$ cat src/hw/rtl/mhsi_pkg.sv
// Shared types, widths and constants of the magnetometer iron calibration block.
package mhsi_pkg;

    localparam int GAIN_FRAC_BITS = 16;

    localparam int W_AXIS  = 16;
    localparam int W_HALF  = 15;
    localparam int W_TOTAL = 17;
    localparam int W_DEN   = 17;
    localparam int W_OSUM  = 20;
    localparam int W_GSUM  = 28;
    localparam int W_GAIN  = 24;
    localparam int W_SPW   = 16;
    localparam int W_SCNT  = W_SPW + 1;
    localparam int W_WC    = 4;
    localparam int W_CFG_IDX  = 2;
    localparam int W_CFG_DATA = 16;
    localparam int W_NUM  = (W_TOTAL + GAIN_FRAC_BITS > W_GSUM) ?
                            (W_TOTAL + GAIN_FRAC_BITS) : W_GSUM;
    localparam int W_DCNT = $clog2(W_NUM + 1);
    localparam int W_IDX  = 3;

    localparam logic [W_CFG_IDX-1:0] CFG_SPW = 2'd0;
    localparam logic [W_CFG_IDX-1:0] CFG_WC  = 2'd1;

    localparam logic [W_SPW-1:0] SPW_RESET = 16'd1000;
    localparam logic [W_WC-1:0]  WC_RESET  = 4'd3;

    localparam logic signed [W_AXIS-1:0] AXIS_LO = -16'sd32767;
    localparam logic signed [W_AXIS-1:0] AXIS_HI = 16'sd32767;
    localparam logic [W_GAIN-1:0] GAIN_MAX = {W_GAIN{1'b1}};

    // Work item indexes: axes 0..2 for gain terms, 0..5 for the final averages.
    localparam logic [W_IDX-1:0] IDX_FIRST     = 3'd0;
    localparam logic [W_IDX-1:0] IDX_LAST_AXIS = 3'd2;
    localparam logic [W_IDX-1:0] IDX_FIRST_GAIN = 3'd3;
    localparam logic [W_IDX-1:0] IDX_LAST_FIN  = 3'd5;

    typedef struct packed {
        logic signed [W_AXIS-1:0] sample_x;
        logic signed [W_AXIS-1:0] sample_y;
        logic signed [W_AXIS-1:0] sample_z;
    } t_sample;

    typedef struct packed {
        logic signed [W_AXIS-1:0] offset_x;
        logic signed [W_AXIS-1:0] offset_y;
        logic signed [W_AXIS-1:0] offset_z;
        logic [W_GAIN-1:0]        gain_x;
        logic [W_GAIN-1:0]        gain_y;
        logic [W_GAIN-1:0]        gain_z;
        logic                     degenerate;
    } t_result;

    typedef struct packed {
        logic             close;
        logic             div_start;
        logic             fin;
        logic             gain_store;
        logic             fin_store;
        logic             win_end;
        logic             emit;
        logic [W_IDX-1:0] idx;
    } t_cmd;

    typedef struct packed {
        logic win_last;
        logic run_last;
        logic div_done;
        logic out_free;
    } t_stat;

endpackage

$ cat src/hw/rtl/mhsi_sample_if.sv
// Handshake channel carrying one raw three-axis sample.
interface mhsi_sample_if;
    import mhsi_pkg::*;
    logic    valid;
    logic    ready;
    t_sample data;
    modport src (output valid, output data, input ready);
    modport snk (input valid, input data, output ready);
endinterface

$ cat src/hw/rtl/mhsi_result_if.sv
// Handshake channel carrying one calibration result.
interface mhsi_result_if;
    import mhsi_pkg::*;
    logic    valid;
    logic    ready;
    t_result data;
    modport src (output valid, output data, input ready);
    modport snk (input valid, input data, output ready);
endinterface

$ cat src/hw/rtl/mhsi_div.sv
// Restoring unsigned divider, one quotient bit per cycle.
module mhsi_div (
    input  logic                      i_clk,
    input  logic                      i_rst_n,
    input  logic                      i_start,
    input  logic [mhsi_pkg::W_NUM-1:0] i_num,
    input  logic [mhsi_pkg::W_DEN-1:0] i_den,
    output logic                      o_done,
    output logic [mhsi_pkg::W_NUM-1:0] o_quot
);
    import mhsi_pkg::*;

    logic              r_busy;
    logic              r_done;
    logic [W_DCNT-1:0] r_cnt;
    logic [W_NUM-1:0]  r_num;
    logic [W_DEN-1:0]  r_rem;
    logic [W_DEN-1:0]  r_den;
    logic [W_DEN:0]    trial;
    logic [W_DEN:0]    diff;
    logic              ge;

    assign trial = {r_rem, r_num[W_NUM-1]};
    assign ge    = trial >= {1'b0, r_den};
    assign diff  = trial - {1'b0, r_den};

    always_ff @(posedge i_clk) begin
        if (!i_rst_n) begin
            r_busy <= 1'b0;
            r_done <= 1'b0;
            r_cnt  <= '0;
        end else begin
            r_done <= 1'b0;
            if (i_start) begin
                r_busy <= 1'b1;
                r_cnt  <= W_DCNT'(W_NUM);
            end else if (r_busy) begin
                r_cnt <= r_cnt - 1'b1;
                if (r_cnt == W_DCNT'(1)) begin
                    r_busy <= 1'b0;
                    r_done <= 1'b1;
                end
            end
        end
    end

    always_ff @(posedge i_clk) begin
        if (i_start) begin
            r_num <= i_num;
            r_den <= i_den;
            r_rem <= '0;
        end else if (r_busy) begin
            r_num <= {r_num[W_NUM-2:0], ge};
            r_rem <= ge ? diff[W_DEN-1:0] : trial[W_DEN-1:0];
        end
    end

    assign o_done = r_done;
    assign o_quot = r_num;

    a_done_after_busy: assert property (@(posedge i_clk) disable iff (!i_rst_n)
        o_done |-> $past(r_busy))
        else $error("divider finished without having been busy");

endmodule

$ cat src/hw/rtl/mhsi_dp.sv
// Datapath: min/max tracking, window sums, shared divider and result register.
module mhsi_dp (
    input  logic                           i_clk,
    input  logic                           i_rst_n,
    input  logic                           i_acc,
    input  mhsi_pkg::t_sample              i_sample,
    input  logic                           i_cfg_we,
    input  logic [mhsi_pkg::W_CFG_IDX-1:0]  i_cfg_idx,
    input  logic [mhsi_pkg::W_CFG_DATA-1:0] i_cfg_data,
    input  mhsi_pkg::t_cmd                 i_cmd,
    input  logic                           i_out_ready,
    output mhsi_pkg::t_stat                o_stat,
    output logic                           o_out_valid,
    output mhsi_pkg::t_result              o_out
);
    import mhsi_pkg::*;

    logic [W_SPW-1:0]         r_spw;
    logic [W_WC-1:0]          r_wc;
    logic signed [W_AXIS-1:0] r_max [3];
    logic signed [W_AXIS-1:0] r_min [3];
    logic [W_SCNT-1:0]        r_scnt;
    logic [W_WC-1:0]          r_wcnt;
    logic signed [W_OSUM-1:0] r_osum [3];
    logic [W_GSUM-1:0]        r_gsum [3];
    logic                     r_degen;
    logic [W_HALF-1:0]        r_half [3];
    logic [W_TOTAL-1:0]       r_total;
    logic signed [W_AXIS-1:0] r_roff [3];
    logic [W_GAIN-1:0]        r_rgain [3];
    logic                     r_out_vld;
    t_result                  r_out;

    logic signed [W_AXIS-1:0] smp [3];
    logic signed [W_AXIS:0]   msum [3];
    logic signed [W_AXIS:0]   mid [3];
    logic [W_AXIS:0]          rng [3];
    logic [W_HALF-1:0]        half_c [3];
    logic [W_TOTAL-1:0]       total_c;
    logic                     zero_c;
    logic [W_SPW-1:0]         spw_eff;
    logic [W_WC-1:0]          wc_eff;
    logic [1:0]               ax;
    logic [W_NUM-1:0]         num;
    logic [W_DEN-1:0]         den;
    logic [W_OSUM-1:0]        omag;
    logic                     div_done;
    logic [W_NUM-1:0]         quot;
    logic [W_GAIN-1:0]        term;
    logic [W_OSUM-1:0]        qo;

    assign smp[0] = i_sample.sample_x;
    assign smp[1] = i_sample.sample_y;
    assign smp[2] = i_sample.sample_z;

    assign spw_eff = (r_spw == '0) ? W_SPW'(1) : r_spw;
    assign wc_eff  = (r_wc == '0) ? W_WC'(1) : r_wc;

    always_comb begin
        total_c = '0;
        zero_c  = 1'b0;
        for (int a = 0; a < 3; a++) begin
            msum[a]   = {r_max[a][W_AXIS-1], r_max[a]} + {r_min[a][W_AXIS-1], r_min[a]};
            // Midpoint rounded toward zero.
            mid[a]    = $signed(msum[a] + {{W_AXIS{1'b0}}, msum[a][W_AXIS]}) >>> 1;
            rng[a]    = {r_max[a][W_AXIS-1], r_max[a]} - {r_min[a][W_AXIS-1], r_min[a]};
            half_c[a] = rng[a][W_HALF:1];
            total_c   = total_c + W_TOTAL'(half_c[a]);
            zero_c    = zero_c | (half_c[a] == '0);
        end
    end

    // Operand selection for the shared divider.
    assign ax = (i_cmd.idx >= IDX_FIRST_GAIN) ? 2'(i_cmd.idx - IDX_FIRST_GAIN)
                                               : i_cmd.idx[1:0];
    assign omag = r_osum[ax][W_OSUM-1] ? W_OSUM'(-r_osum[ax]) : W_OSUM'(r_osum[ax]);

    always_comb begin
        if (!i_cmd.fin) begin
            num = W_NUM'(r_total) << GAIN_FRAC_BITS;
            den = (r_half[ax] == '0) ? W_DEN'(1)
                : (W_DEN'({r_half[ax], 1'b0}) + W_DEN'(r_half[ax]));
        end else if (i_cmd.idx < IDX_FIRST_GAIN) begin
            num = W_NUM'(omag);
            den = W_DEN'(wc_eff);
        end else begin
            num = W_NUM'(r_gsum[ax]);
            den = W_DEN'(wc_eff);
        end
    end

    mhsi_div u_div (
        .i_clk   (i_clk),
        .i_rst_n (i_rst_n),
        .i_start (i_cmd.div_start),
        .i_num   (num),
        .i_den   (den),
        .o_done  (div_done),
        .o_quot  (quot)
    );

    assign term = (r_half[ax] == '0) ? GAIN_MAX
                : (quot > W_NUM'(GAIN_MAX)) ? GAIN_MAX : quot[W_GAIN-1:0];
    assign qo   = quot[W_OSUM-1:0];

    always_ff @(posedge i_clk) begin
        if (!i_rst_n) begin
            r_spw     <= SPW_RESET;
            r_wc      <= WC_RESET;
            r_scnt    <= '0;
            r_wcnt    <= '0;
            r_degen   <= 1'b0;
            r_out_vld <= 1'b0;
            for (int a = 0; a < 3; a++) begin
                r_max[a]  <= AXIS_LO;
                r_min[a]  <= AXIS_HI;
                r_osum[a] <= '0;
                r_gsum[a] <= '0;
            end
        end else begin
            if (i_cfg_we) begin
                case (i_cfg_idx)
                    CFG_SPW: r_spw <= i_cfg_data[W_SPW-1:0];
                    CFG_WC:  r_wc  <= i_cfg_data[W_WC-1:0];
                    default: ;
                endcase
            end
            if (i_acc) begin
                r_scnt <= r_scnt + 1'b1;
                for (int a = 0; a < 3; a++) begin
                    if (smp[a] > r_max[a]) r_max[a] <= smp[a];
                    if (smp[a] < r_min[a]) r_min[a] <= smp[a];
                end
            end
            if (i_cmd.close) begin
                for (int a = 0; a < 3; a++) begin
                    r_osum[a] <= r_osum[a] + W_OSUM'(mid[a]);
                end
                if (zero_c) r_degen <= 1'b1;
            end
            if (i_cmd.gain_store) begin
                r_gsum[ax] <= r_gsum[ax] + W_GSUM'(term);
            end
            if (i_cmd.win_end) begin
                r_scnt <= '0;
                r_wcnt <= r_wcnt + 1'b1;
                for (int a = 0; a < 3; a++) begin
                    r_max[a] <= AXIS_LO;
                    r_min[a] <= AXIS_HI;
                end
            end
            if (i_cmd.emit) begin
                r_out_vld <= 1'b1;
                r_wcnt    <= '0;
                r_degen   <= 1'b0;
                for (int a = 0; a < 3; a++) begin
                    r_osum[a] <= '0;
                    r_gsum[a] <= '0;
                end
            end else if (i_out_ready) begin
                r_out_vld <= 1'b0;
            end
        end
    end

    always_ff @(posedge i_clk) begin
        if (i_cmd.close) begin
            r_total <= total_c;
            for (int a = 0; a < 3; a++) begin
                r_half[a] <= half_c[a];
            end
        end
        if (i_cmd.fin_store) begin
            if (i_cmd.idx < IDX_FIRST_GAIN) begin
                r_roff[ax] <= r_osum[ax][W_OSUM-1] ? W_AXIS'(-qo) : W_AXIS'(qo);
            end else begin
                r_rgain[ax] <= quot[W_GAIN-1:0];
            end
        end
        if (i_cmd.emit) begin
            r_out.offset_x   <= r_roff[0];
            r_out.offset_y   <= r_roff[1];
            r_out.offset_z   <= r_roff[2];
            r_out.gain_x     <= r_rgain[0];
            r_out.gain_y     <= r_rgain[1];
            r_out.gain_z     <= r_rgain[2];
            r_out.degenerate <= r_degen;
        end
    end

    assign o_stat.win_last = (r_scnt + 1'b1) >= W_SCNT'(spw_eff);
    assign o_stat.run_last = ({1'b0, r_wcnt} + 1'b1) >= {1'b0, wc_eff};
    assign o_stat.div_done = div_done;
    assign o_stat.out_free = !r_out_vld || i_out_ready;
    assign o_out_valid     = r_out_vld;
    assign o_out           = r_out;

    a_emit_clears_run: assert property (@(posedge i_clk) disable iff (!i_rst_n)
        i_cmd.emit |=> (r_wcnt == '0) && !r_degen && (r_osum[0] == '0)
                       && (r_gsum[0] == '0) && r_out_vld)
        else $error("run state not cleared after a result was issued");

endmodule

$ cat src/hw/rtl/mhsi_ctrl.sv
// Controller state machine sequencing window close and final averaging.
module mhsi_ctrl (
    input  logic            i_clk,
    input  logic            i_rst_n,
    input  logic            i_acc,
    input  mhsi_pkg::t_stat i_stat,
    output logic            o_ready,
    output mhsi_pkg::t_cmd  o_cmd
);
    import mhsi_pkg::*;

    typedef enum logic [7:0] {
        S_RUN   = 8'b0000_0001,
        S_CLOSE = 8'b0000_0010,
        S_GDIV  = 8'b0000_0100,
        S_GWAIT = 8'b0000_1000,
        S_WEND  = 8'b0001_0000,
        S_FDIV  = 8'b0010_0000,
        S_FWAIT = 8'b0100_0000,
        S_EMIT  = 8'b1000_0000
    } t_state;

    t_state           r_state, n_state;
    logic [W_IDX-1:0] r_idx, n_idx;

    always_comb begin
        n_state = r_state;
        n_idx   = r_idx;
        o_ready = 1'b0;
        o_cmd   = '0;
        o_cmd.idx = r_idx;
        case (r_state)
            S_RUN: begin
                o_ready = 1'b1;
                if (i_acc && i_stat.win_last) n_state = S_CLOSE;
            end
            S_CLOSE: begin
                o_cmd.close = 1'b1;
                n_idx   = IDX_FIRST;
                n_state = S_GDIV;
            end
            S_GDIV: begin
                o_cmd.div_start = 1'b1;
                n_state = S_GWAIT;
            end
            S_GWAIT: begin
                if (i_stat.div_done) begin
                    o_cmd.gain_store = 1'b1;
                    if (r_idx == IDX_LAST_AXIS) begin
                        n_state = S_WEND;
                    end else begin
                        n_idx   = r_idx + 1'b1;
                        n_state = S_GDIV;
                    end
                end
            end
            S_WEND: begin
                o_cmd.win_end = 1'b1;
                if (i_stat.run_last) begin
                    n_idx   = IDX_FIRST;
                    n_state = S_FDIV;
                end else begin
                    n_state = S_RUN;
                end
            end
            S_FDIV: begin
                o_cmd.fin       = 1'b1;
                o_cmd.div_start = 1'b1;
                n_state = S_FWAIT;
            end
            S_FWAIT: begin
                o_cmd.fin = 1'b1;
                if (i_stat.div_done) begin
                    o_cmd.fin_store = 1'b1;
                    if (r_idx == IDX_LAST_FIN) begin
                        n_state = S_EMIT;
                    end else begin
                        n_idx   = r_idx + 1'b1;
                        n_state = S_FDIV;
                    end
                end
            end
            S_EMIT: begin
                if (i_stat.out_free) begin
                    o_cmd.emit = 1'b1;
                    n_state = S_RUN;
                end
            end
            default: n_state = S_RUN;
        endcase
    end

    always_ff @(posedge i_clk) begin
        if (!i_rst_n) begin
            r_state <= S_RUN;
            r_idx   <= IDX_FIRST;
        end else begin
            r_state <= n_state;
            r_idx   <= n_idx;
        end
    end

    a_close_follows: assert property (@(posedge i_clk) disable iff (!i_rst_n)
        (i_acc && i_stat.win_last) |=> (r_state == S_CLOSE))
        else $error("window end not followed by close");

    a_idx_range: assert property (@(posedge i_clk) disable iff (!i_rst_n)
        r_idx <= IDX_LAST_FIN)
        else $error("work index out of range");

    a_emit_waits: assert property (@(posedge i_clk) disable iff (!i_rst_n)
        o_cmd.emit |-> i_stat.out_free)
        else $error("result issued over an untaken result");

endmodule

$ cat src/hw/rtl/magnetometer_hard_soft_iron_calibration.sv
// Top level of the min/max hard- and soft-iron magnetometer calibration block.
//
// Samples arrive on i_sample, one three-axis reading per transfer; results leave on
// o_result, one per completed run of window_count windows.
// Within a window a sample is taken every cycle. The sample that closes a window
// stalls the input while the midpoints are added and the three gain terms are
// worked out on the shared bit-serial divider. At the end of a run the six averages
// pass through the same divider, and the result is loaded into the output register.
// The divider produces one quotient bit per cycle.
// The output register lets sampling continue while a result waits; only a second
// result that finds the first still untaken holds the block until that transfer.
// Configuration writes take effect at once and are meant for an idle block.
// Synchronous reset restores samples_per_window to 1000, window_count to 3, and
// clears the min/max, counters, sums and the output valid flag.
module magnetometer_hard_soft_iron_calibration (
    input  logic                           i_clk,
    input  logic                           i_rst_n,
    mhsi_sample_if.snk                     i_sample,
    mhsi_result_if.src                     o_result,
    input  logic                           i_cfg_we,
    input  logic [mhsi_pkg::W_CFG_IDX-1:0]  i_cfg_idx,
    input  logic [mhsi_pkg::W_CFG_DATA-1:0] i_cfg_data
);
    import mhsi_pkg::*;

    t_cmd  cmd;
    t_stat stat;
    logic  ready;
    logic  acc;

    // A sample transfer completes only while the controller is tracking.
    assign acc            = i_sample.valid && ready;
    assign i_sample.ready = ready;

    mhsi_ctrl u_ctrl (
        .i_clk   (i_clk),
        .i_rst_n (i_rst_n),
        .i_acc   (acc),
        .i_stat  (stat),
        .o_ready (ready),
        .o_cmd   (cmd)
    );

    mhsi_dp u_dp (
        .i_clk       (i_clk),
        .i_rst_n     (i_rst_n),
        .i_acc       (acc),
        .i_sample    (i_sample.data),
        .i_cfg_we    (i_cfg_we),
        .i_cfg_idx   (i_cfg_idx),
        .i_cfg_data  (i_cfg_data),
        .i_cmd       (cmd),
        .i_out_ready (o_result.ready),
        .o_stat      (stat),
        .o_out_valid (o_result.valid),
        .o_out       (o_result.data)
    );

endmodule

$ cat src/flat_wrapper.sv
// flat-port wrapper written by rule: the top's interface ports become plain ports
module magnetometer_hard_soft_iron_calibration_flat import mhsi_pkg::*;
  (i_clk, i_rst_n, i_cfg_we, i_cfg_idx, i_cfg_data, i_sample_valid, i_sample_data, i_sample_ready, o_result_valid, o_result_data, o_result_ready);
  mhsi_sample_if i_sample_i ();
  mhsi_result_if o_result_i ();
  input  logic i_clk;
  input  logic i_rst_n;
  input  logic i_cfg_we;
  input  logic [mhsi_pkg::W_CFG_IDX-1:0] i_cfg_idx;
  input  logic [mhsi_pkg::W_CFG_DATA-1:0] i_cfg_data;
  input wire logic [$bits(i_sample_i.valid)-1:0] i_sample_valid;
  input wire logic [$bits(i_sample_i.data)-1:0] i_sample_data;
  output wire logic [$bits(i_sample_i.ready)-1:0] i_sample_ready;
  output wire logic [$bits(o_result_i.valid)-1:0] o_result_valid;
  output wire logic [$bits(o_result_i.data)-1:0] o_result_data;
  input wire logic [$bits(o_result_i.ready)-1:0] o_result_ready;
  assign i_sample_i.valid = i_sample_valid;
  assign i_sample_i.data = i_sample_data;
  assign i_sample_ready = i_sample_i.ready;
  assign o_result_valid = o_result_i.valid;
  assign o_result_data = o_result_i.data;
  assign o_result_i.ready = o_result_ready;
  magnetometer_hard_soft_iron_calibration u_core (.i_clk(i_clk), .i_rst_n(i_rst_n), .i_sample(i_sample_i), .o_result(o_result_i), .i_cfg_we(i_cfg_we), .i_cfg_idx(i_cfg_idx), .i_cfg_data(i_cfg_data));
endmodule
$ cat config.mk
export PLATFORM = sky130hd
export DESIGN_NAME = magnetometer_hard_soft_iron_calibration_flat
export DESIGN_NICKNAME = d
export VERILOG_FILES = /design/src/hw/rtl/mhsi_pkg.sv /design/src/hw/rtl/mhsi_sample_if.sv /design/src/hw/rtl/mhsi_result_if.sv /design/src/hw/rtl/mhsi_div.sv /design/src/hw/rtl/mhsi_dp.sv /design/src/hw/rtl/mhsi_ctrl.sv /design/src/hw/rtl/magnetometer_hard_soft_iron_calibration.sv /design/src/flat_wrapper.sv
export SDC_FILE = /design/constraint.sdc
export NUM_CORES = 2
export LEC_CHECK = 0
export ABC_CLOCK_PERIOD_IN_PS = 14510
export BUFFER_PORTS_ARGS = -buffer_cell sky130_fd_sc_hd__buf_2
export CORE_UTILIZATION = 28
export CTS_CLUSTER_SIZE = 28
export DETAILED_ROUTE_END_ITERATION = 6
export SYNTH_ARGS = -nofsm -noshare
export SYNTH_HDL_FRONTEND = slang
export SYNTH_SLANG_ARGS = --single-unit
$ cat constraint.sdc
create_clock -name i_clk -period 14.51 [get_ports i_clk]
set_clock_uncertainty 0.1 [all_clocks]
set_input_delay 4.353 -clock i_clk [delete_from_list [all_inputs] [get_ports i_clk]]
set_output_delay 4.353 -clock i_clk [all_outputs]
set_load 0.05 [all_outputs]
Word level (Yosys, flattened, before mapping)
Memory sizes are Yosys's and may differ from the RTL's. A register that Yosys moved wholly into a read port is not among the register bits. Cells that the tools add are included.

Flip-flop bits (word level): 147. Bits in writable memories: 405. Bits of input ports: 71. Output and inout bits: 123. Logic and storage cells: 247. Memories: 7.

Memory list: u_core.u_dp.r_gsum (depth 3, width 28, rd ports 1, clocked after memory_dff 0, write ports 3, RTL line mhsi_dp.sv:25) `logic [W_GSUM-1:0] r_gsum [3];`; u_core.u_dp.r_rgain (depth 3, width 24, rd ports 3, clocked after memory_dff 3, write ports 1, RTL line mhsi_dp.sv:30) `logic [W_GAIN-1:0] r_rgain [3];`; u_core.u_dp.r_osum (depth 3, width 20, rd ports 4, clocked after memory_dff 0, write ports 3, RTL line mhsi_dp.sv:24) `logic signed [W_OSUM-1:0] r_osum [3];`; u_core.u_dp.r_max (depth 3, width 16, rd ports 3, clocked after memory_dff 0, write ports 3, RTL line mhsi_dp.sv:20) `logic signed [W_AXIS-1:0] r_max [3];`; u_core.u_dp.r_min (depth 3, width 16, rd ports 3, clocked after memory_dff 0, write ports 3, RTL line mhsi_dp.sv:21) `logic signed [W_AXIS-1:0] r_min [3];`; u_core.u_dp.r_roff (depth 3, width 16, rd ports 3, clocked after memory_dff 3, write ports 1, RTL line mhsi_dp.sv:29) `logic signed [W_AXIS-1:0] r_roff [3];`; +1 memories.

Add/sub/neg operators: 25. Order comparisons: 12. Eq/ne operators: 19. Mux-type cells: 114. Bitwise gates (word level): 25. Reductions and logical operators: 27.

Operator list (number): 16-bit two-way mux (14); 20-bit two-way mux (7); 28-bit two-way mux (5); 33-bit two-way mux (3); 8-bit case mux with 8 select lines (1); 1-bit two-way mux (61); 20-bit by 16-bit adder with 20-bit output (3); 15-bit logical NOT (4); 16-bit by 16-bit adder with 17-bit output (3); 17-bit by 1-bit adder with 17-bit output (3); 16-bit greater-than comparator (3); 16-bit < comparator (3); 24-bit two-way mux (2); 16-bit subtractor (3); 8-bit two-way mux (5); 16-bit by 15-bit adder with 17-bit output (2); 33-bit by 24-bit greater-than comparator with 1-bit output, second input constant (1); 28-bit by 24-bit adder with 28-bit output (1); 28-bit OR reduction (1); 1-bit OR (23); 20-bit negator (1); 18-bit by 17-bit greater-or-equal comparator with 1-bit output (1); 6-bit two-way mux (3); 17-bit by 1-bit adder with 17-bit output, second input constant (1); 46 further kinds (68).

Longest topological paths before layout
Depth after elaboration: 9. Gate-level depth with buffers: 31. Gate-level depth less buffers: 26.

Cells and area by module
A second synthesis with hierarchy kept.

Cells, all modules: 4398. Area total of the unflattened synthesis: 44011.0 um2.

Modules (own cells, without submodules): mhsi_dp (instances 1, cells an instance 3958, area each 39371.5 um2, sequential area each 16445.8 um2); mhsi_div (instances 1, cells an instance 339, area each 3868.7 um2, sequential area each 2001.9 um2); mhsi_ctrl (instances 1, cells an instance 100, area each 764.5 um2, sequential area each 220.2 um2); magnetometer_hard_soft_iron_calibration (instances 1, cells an instance 1, area each 6.3 um2, sequential area each 0.0 um2).

Least setup slack after synthesis
OpenSTA, ideal clock, no wires.

Kind: in2reg. Start point: input port o_result_ready. End point: memory u_core.u_dp.r_osum[0][0], enable pin. Library setup time: 0.419 ns. Arrival time: 11.969 ns. Data required time: 13.991 ns. Path slack: 2.022 ns. Stages: 4. Buffers on the path: 0. Cell sequence: nor2b_1 > nor2_1 > nor2b_1 > nand2_1.

RTL lines: start: declaration (RTL line flat_wrapper.sv:16) `input wire logic [$bits(o_result_i.ready)-1:0] o_result_ready;`; end: declaration (RTL line mhsi_dp.sv:24).

==> key figures <==
Run status
  – Outcome: complete, no violations

Synthesis
  – Post-synthesis compound-gate area fraction: 13.8%
  – Largest family of logic cells by synthesized area: simple AND/OR/NAND/NOR gates
  – Post-Synth XOR/XNOR Area: 5.94%
  – Share of the synthesized area in the top cell type: 44.6%
  – Post-synth top area cell: edfxtp_1
  – Synth area leaders: edfxtp_1 (45%), ha_1 (11%), nor2_1 (4.3%)
  – Syn Nets: about 4,500
  – Ys Warns: 0
  – Syn Inst Count: 4,008
  – Flip-flop and latch count after synthesis: 700
  – Mapped Avg Cell Area: 10.4 µm²
  – Number of synthesized flops with an enable pin: 621
  – Async SR Flop Fraction: 0%
  – Mapped cell area: 0.0419 mm²
  – Synth unique cells: 100
  – Post-synthesis mux area share: 1.09%
  – Simple-gate area share of the yosys netlist: 14.7%
  – Synth Area in Adders: 12.1%
  – Part of the Yosys area used for sequential elements: 48.3%
  – Main synth FF type: edfxtp_1

Clock tree
  – # resized after CTS: 0
  – Num Clock Sinks: 700
  – Htree depth: 3
  – Later-pin clock latency in the skew report: 0.72 ns
  – Post-CTS Setup Repair Bufs: 0
  – CTS tree: yes
  – Clock tree root buffer cell: clkbuf_16
  – Max Buffers Root-to-Sink: 3
  – Worst-path clk slew: 0.06 ns
  – Hold-fix buffers, CTS: 0
  – CTS buffer count: 77

STA
  – Setup TNS: 0 ns
  – Fin. max-slew vios: 0
  – Final hold violation count: 0
  – Worst-margin pin slew: approximately 1.2 ns
  – Crit path time final: around 8 ns
  – Fmax: about 0.13 GHz
  – Final worst setup slack: 6.56 ns
  – Slew headroom: 20.2%
  – Fin Hold WS: 0.294 ns
  – Unrepaired setup endpoints after global routing: no
  – Final Cycle Share: 54.8%
  – Final Setup Violations: 0

Global route
  – Gr usage total: 14.6%
  – Antenna violations before repair: 9
  – GRT Residual Overflow: 0
  – First-pass GRT wire length: around 170,000 µm
  – Vias in the first global route: 29,100
  – Largest net degree at the start of global routing: 68

Floorplanning
  – # IOs: 194
  – Row count: between 100 and 150
  – Core region area: 0.148 mm²
  – Die area: 0.151 mm²
  – Initial Utilization: 28.3%
  – Die X: 389 µm
  – Chip height: 389 µm

Layout
  – Layout cells sized above 1: 11.0%
  – Post-layout net count: 4,643
  – Area Growth Syn to Fin: 14.1%

Setup path
  – WS Path Type: reg2reg
  – Largest fanout on the critical path: 43
  – Crit path DAT: 8.37 ns
  – Worst setup EP type: flop
  – Startpoint types: flop
  – Crit path required time: about 15 ns

Pwr
  – Max IR drop VDD: about 0.086 mV
  – Power Density: 130 mW/mm²
  – Lkg Pwr: 18.9 nW

Placed design
  – Placer Congestion: 0.905
  – Placement Setup Slack: 6.69 ns
  – Port bufs: 193
  – Final HPWL DP: 83,000 µm

Route
  – Remaining DRCs: 0
  – Wire per inst: 18.1 µm
  – Final ANT Viol Nets: 0
  – TritonRoute pass-1 iters: 6
  – Vias per cell: 4.91
  – Initial drt markers: 2,456
  – Total wire length: 112,000 µm
  – Via count: approximately 30,000

Flow run
  – Maximum Capacitance Violations: 0

Min path
  – Hold WC Path Type: reg2reg
cells in the final DEF, fill, tap and decap left out, types with 28 or more instances in the layout:
| master | instances |
|---|---|
| nand4_1 | 38 |
| dfxtp_1 | 79 |
| buf_4 | 50 |
| mux2i_1 | 41 |
| nand2b_1 | 45 |
| o21a_1 | 32 |
| a31oi_1 | 67 |
| clkbuf_16 | 77 |
| xor2_1 | 102 |
| nand3_1 | 61 |
| and2_1 | 59 |
| a21oi_1 | 201 |
| fa_1 | 28 |
| buf_2 | 193 |
| a211o_1 | 46 |
| nor2_1 | 475 |
| inv_1 | 289 |
| a21o_1 | 88 |
| a211oi_1 | 40 |
| a21boi_0 | 28 |
| xnor2_1 | 172 |
| or3_1 | 34 |
| ha_1 | 359 |
| nor2b_1 | 53 |
| nor4_1 | 29 |
| edfxtp_1 | 621 |
| nand2_1 | 259 |
| nor3_1 | 96 |
| o21ai_0 | 186 |
| or2_2 | 43 |
flip-flops by register name (all words and copies together) (netlist names), 33 cells and up:
signal	count
u_core.u_dp.u_div.o_quot	33
u_core.u_dp.r_half	45
u_core.u_dp.r_gsum	112
o_result_data	120
u_core.u_dp.r_rgain	72
u_core.u_dp.r_osum	60
u_core.u_dp.r_roff	48
u_core.u_dp.r_min	48
u_core.u_dp.r_max	48
synthesized netlist by cell type (18+ instances only):
library cell	n
a211o_1	46
a211oi_1	40
a21boi_0	28
a21o_1	88
a21oi_1	202
a31oi_1	68
and2_1	59
and3_1	18
buf_2	19
clkbuf_1	110
dfxtp_1	79
edfxtp_1	621
fa_1	28
ha_1	359
inv_1	290
mux2i_1	41
nand2_1	265
nand2b_1	45
nand3_1	61
nand4_1	38
nor2_1	480
nor2b_1	54
nor3_1	99
nor4_1	31
o211ai_1	21
o21a_1	32
o21ai_0	186
o21bai_1	21
or2_2	44
or3_1	34
xnor2_1	172
xor2_1	102
final timing paths:
| kind | from | end | slack, ns | depth (start not counted) |
|---|---|---|---|---|
| max | u_core.u_ctrl.r_idx[2] | u_core.u_dp.r_gsum[2][24] | 6.56 | 26 |
| min | u_core.u_dp.r_rgain[2][7] | o_result_data[8] | 0.29 | 0 |
| max reg2reg | u_core.u_ctrl.r_idx[2] | u_core.u_dp.r_gsum[2][24] | 6.56 | 26 |
| min reg2reg | u_core.u_dp.r_rgain[2][7] | o_result_data[8] | 0.29 | 0 |
through the flow:
step                      utilization (%)  total power [mW]  instances  area (µm²)
after CTS                            32.2              6.26       6173       47700
after detailed placement             30.5              4.21       6036       45100
after floorplan                         -              3.70       4008       41900
after global routing                 32.3              6.55       6176       47700
final                                32.3              6.22       6176       47700
after global placement               30.5              4.18       6036       45100
report_power, final:
part	internal, mW	total [mW]	switching (mW)
clock	1.14	2.02	0.883
sequential	2.29	2.33	0.0437
combinational	0.734	1.87	1.13
total	4.16	6.22	2.06
cell type report:
| cell class | instances | area, µm² |
|---|---|---|
| Fill cell | 14900 | 100000 |
| Clock inverter | 38 | 538 |
| Antenna cell | 3 | 7.51 |
| Sequential cell | 700 | 20200 |
| Inverter | 290 | 1090 |
| Multi-Input combinational cell | 2873 | 20100 |
| Tap cell | 1930 | 2410 |
| Clock buffer | 99 | 2050 |
| Timing Repair Buffer | 243 | 1340 |
routing by layer:
metal  vias up  part of all wire (%)  global-route usage, %
met5         -                0.0071                      0
met4         2                   2.7                   4.38
met3       157                   6.3                   2.95
met2       853                    45                   23.0
met1     14500                    46                   20.0
li1      14800                     -                      -
critical path: stages, from the launching register on:
cell and delay [ns]:
dfxtp_1 0.65, inv_1 0.15, ha_1 0.33, or4b_1 0.82, nand2_4 0.60, mux2i_1 0.15
o21ai_0 0.37, inv_1 0.09, ha_1 0.21, nand4_1 0.07, nor3_1 0.06, buf_4 0.20
a211o_1 0.22, buf_4 0.20, nand2b_1 0.17, ha_1 0.23, fa_1 0.41, a21o_1 0.18
a21oi_1 0.28, o21a_1 0.19, nor3_1 0.07, o31ai_1 0.43, a21oi_1 0.18, o41ai_1 0.61
nor2b_1 0.12, or4_1 0.49, a31oi_1 0.18
kinds of logic after synthesis:
| logic type | after synthesis |
|---|---|
| AOI/OAI and AO/OA | 873 |
| xor gates and xnor gates | 278 |
| adders and majority gates | 387 |
| buffers and inverters | 435 |
| DFF | 700 |
| muxes | 45 |
| and+or+nand+nor | 1290 |
Note: power is estimated with default switching activity, not from simulation.
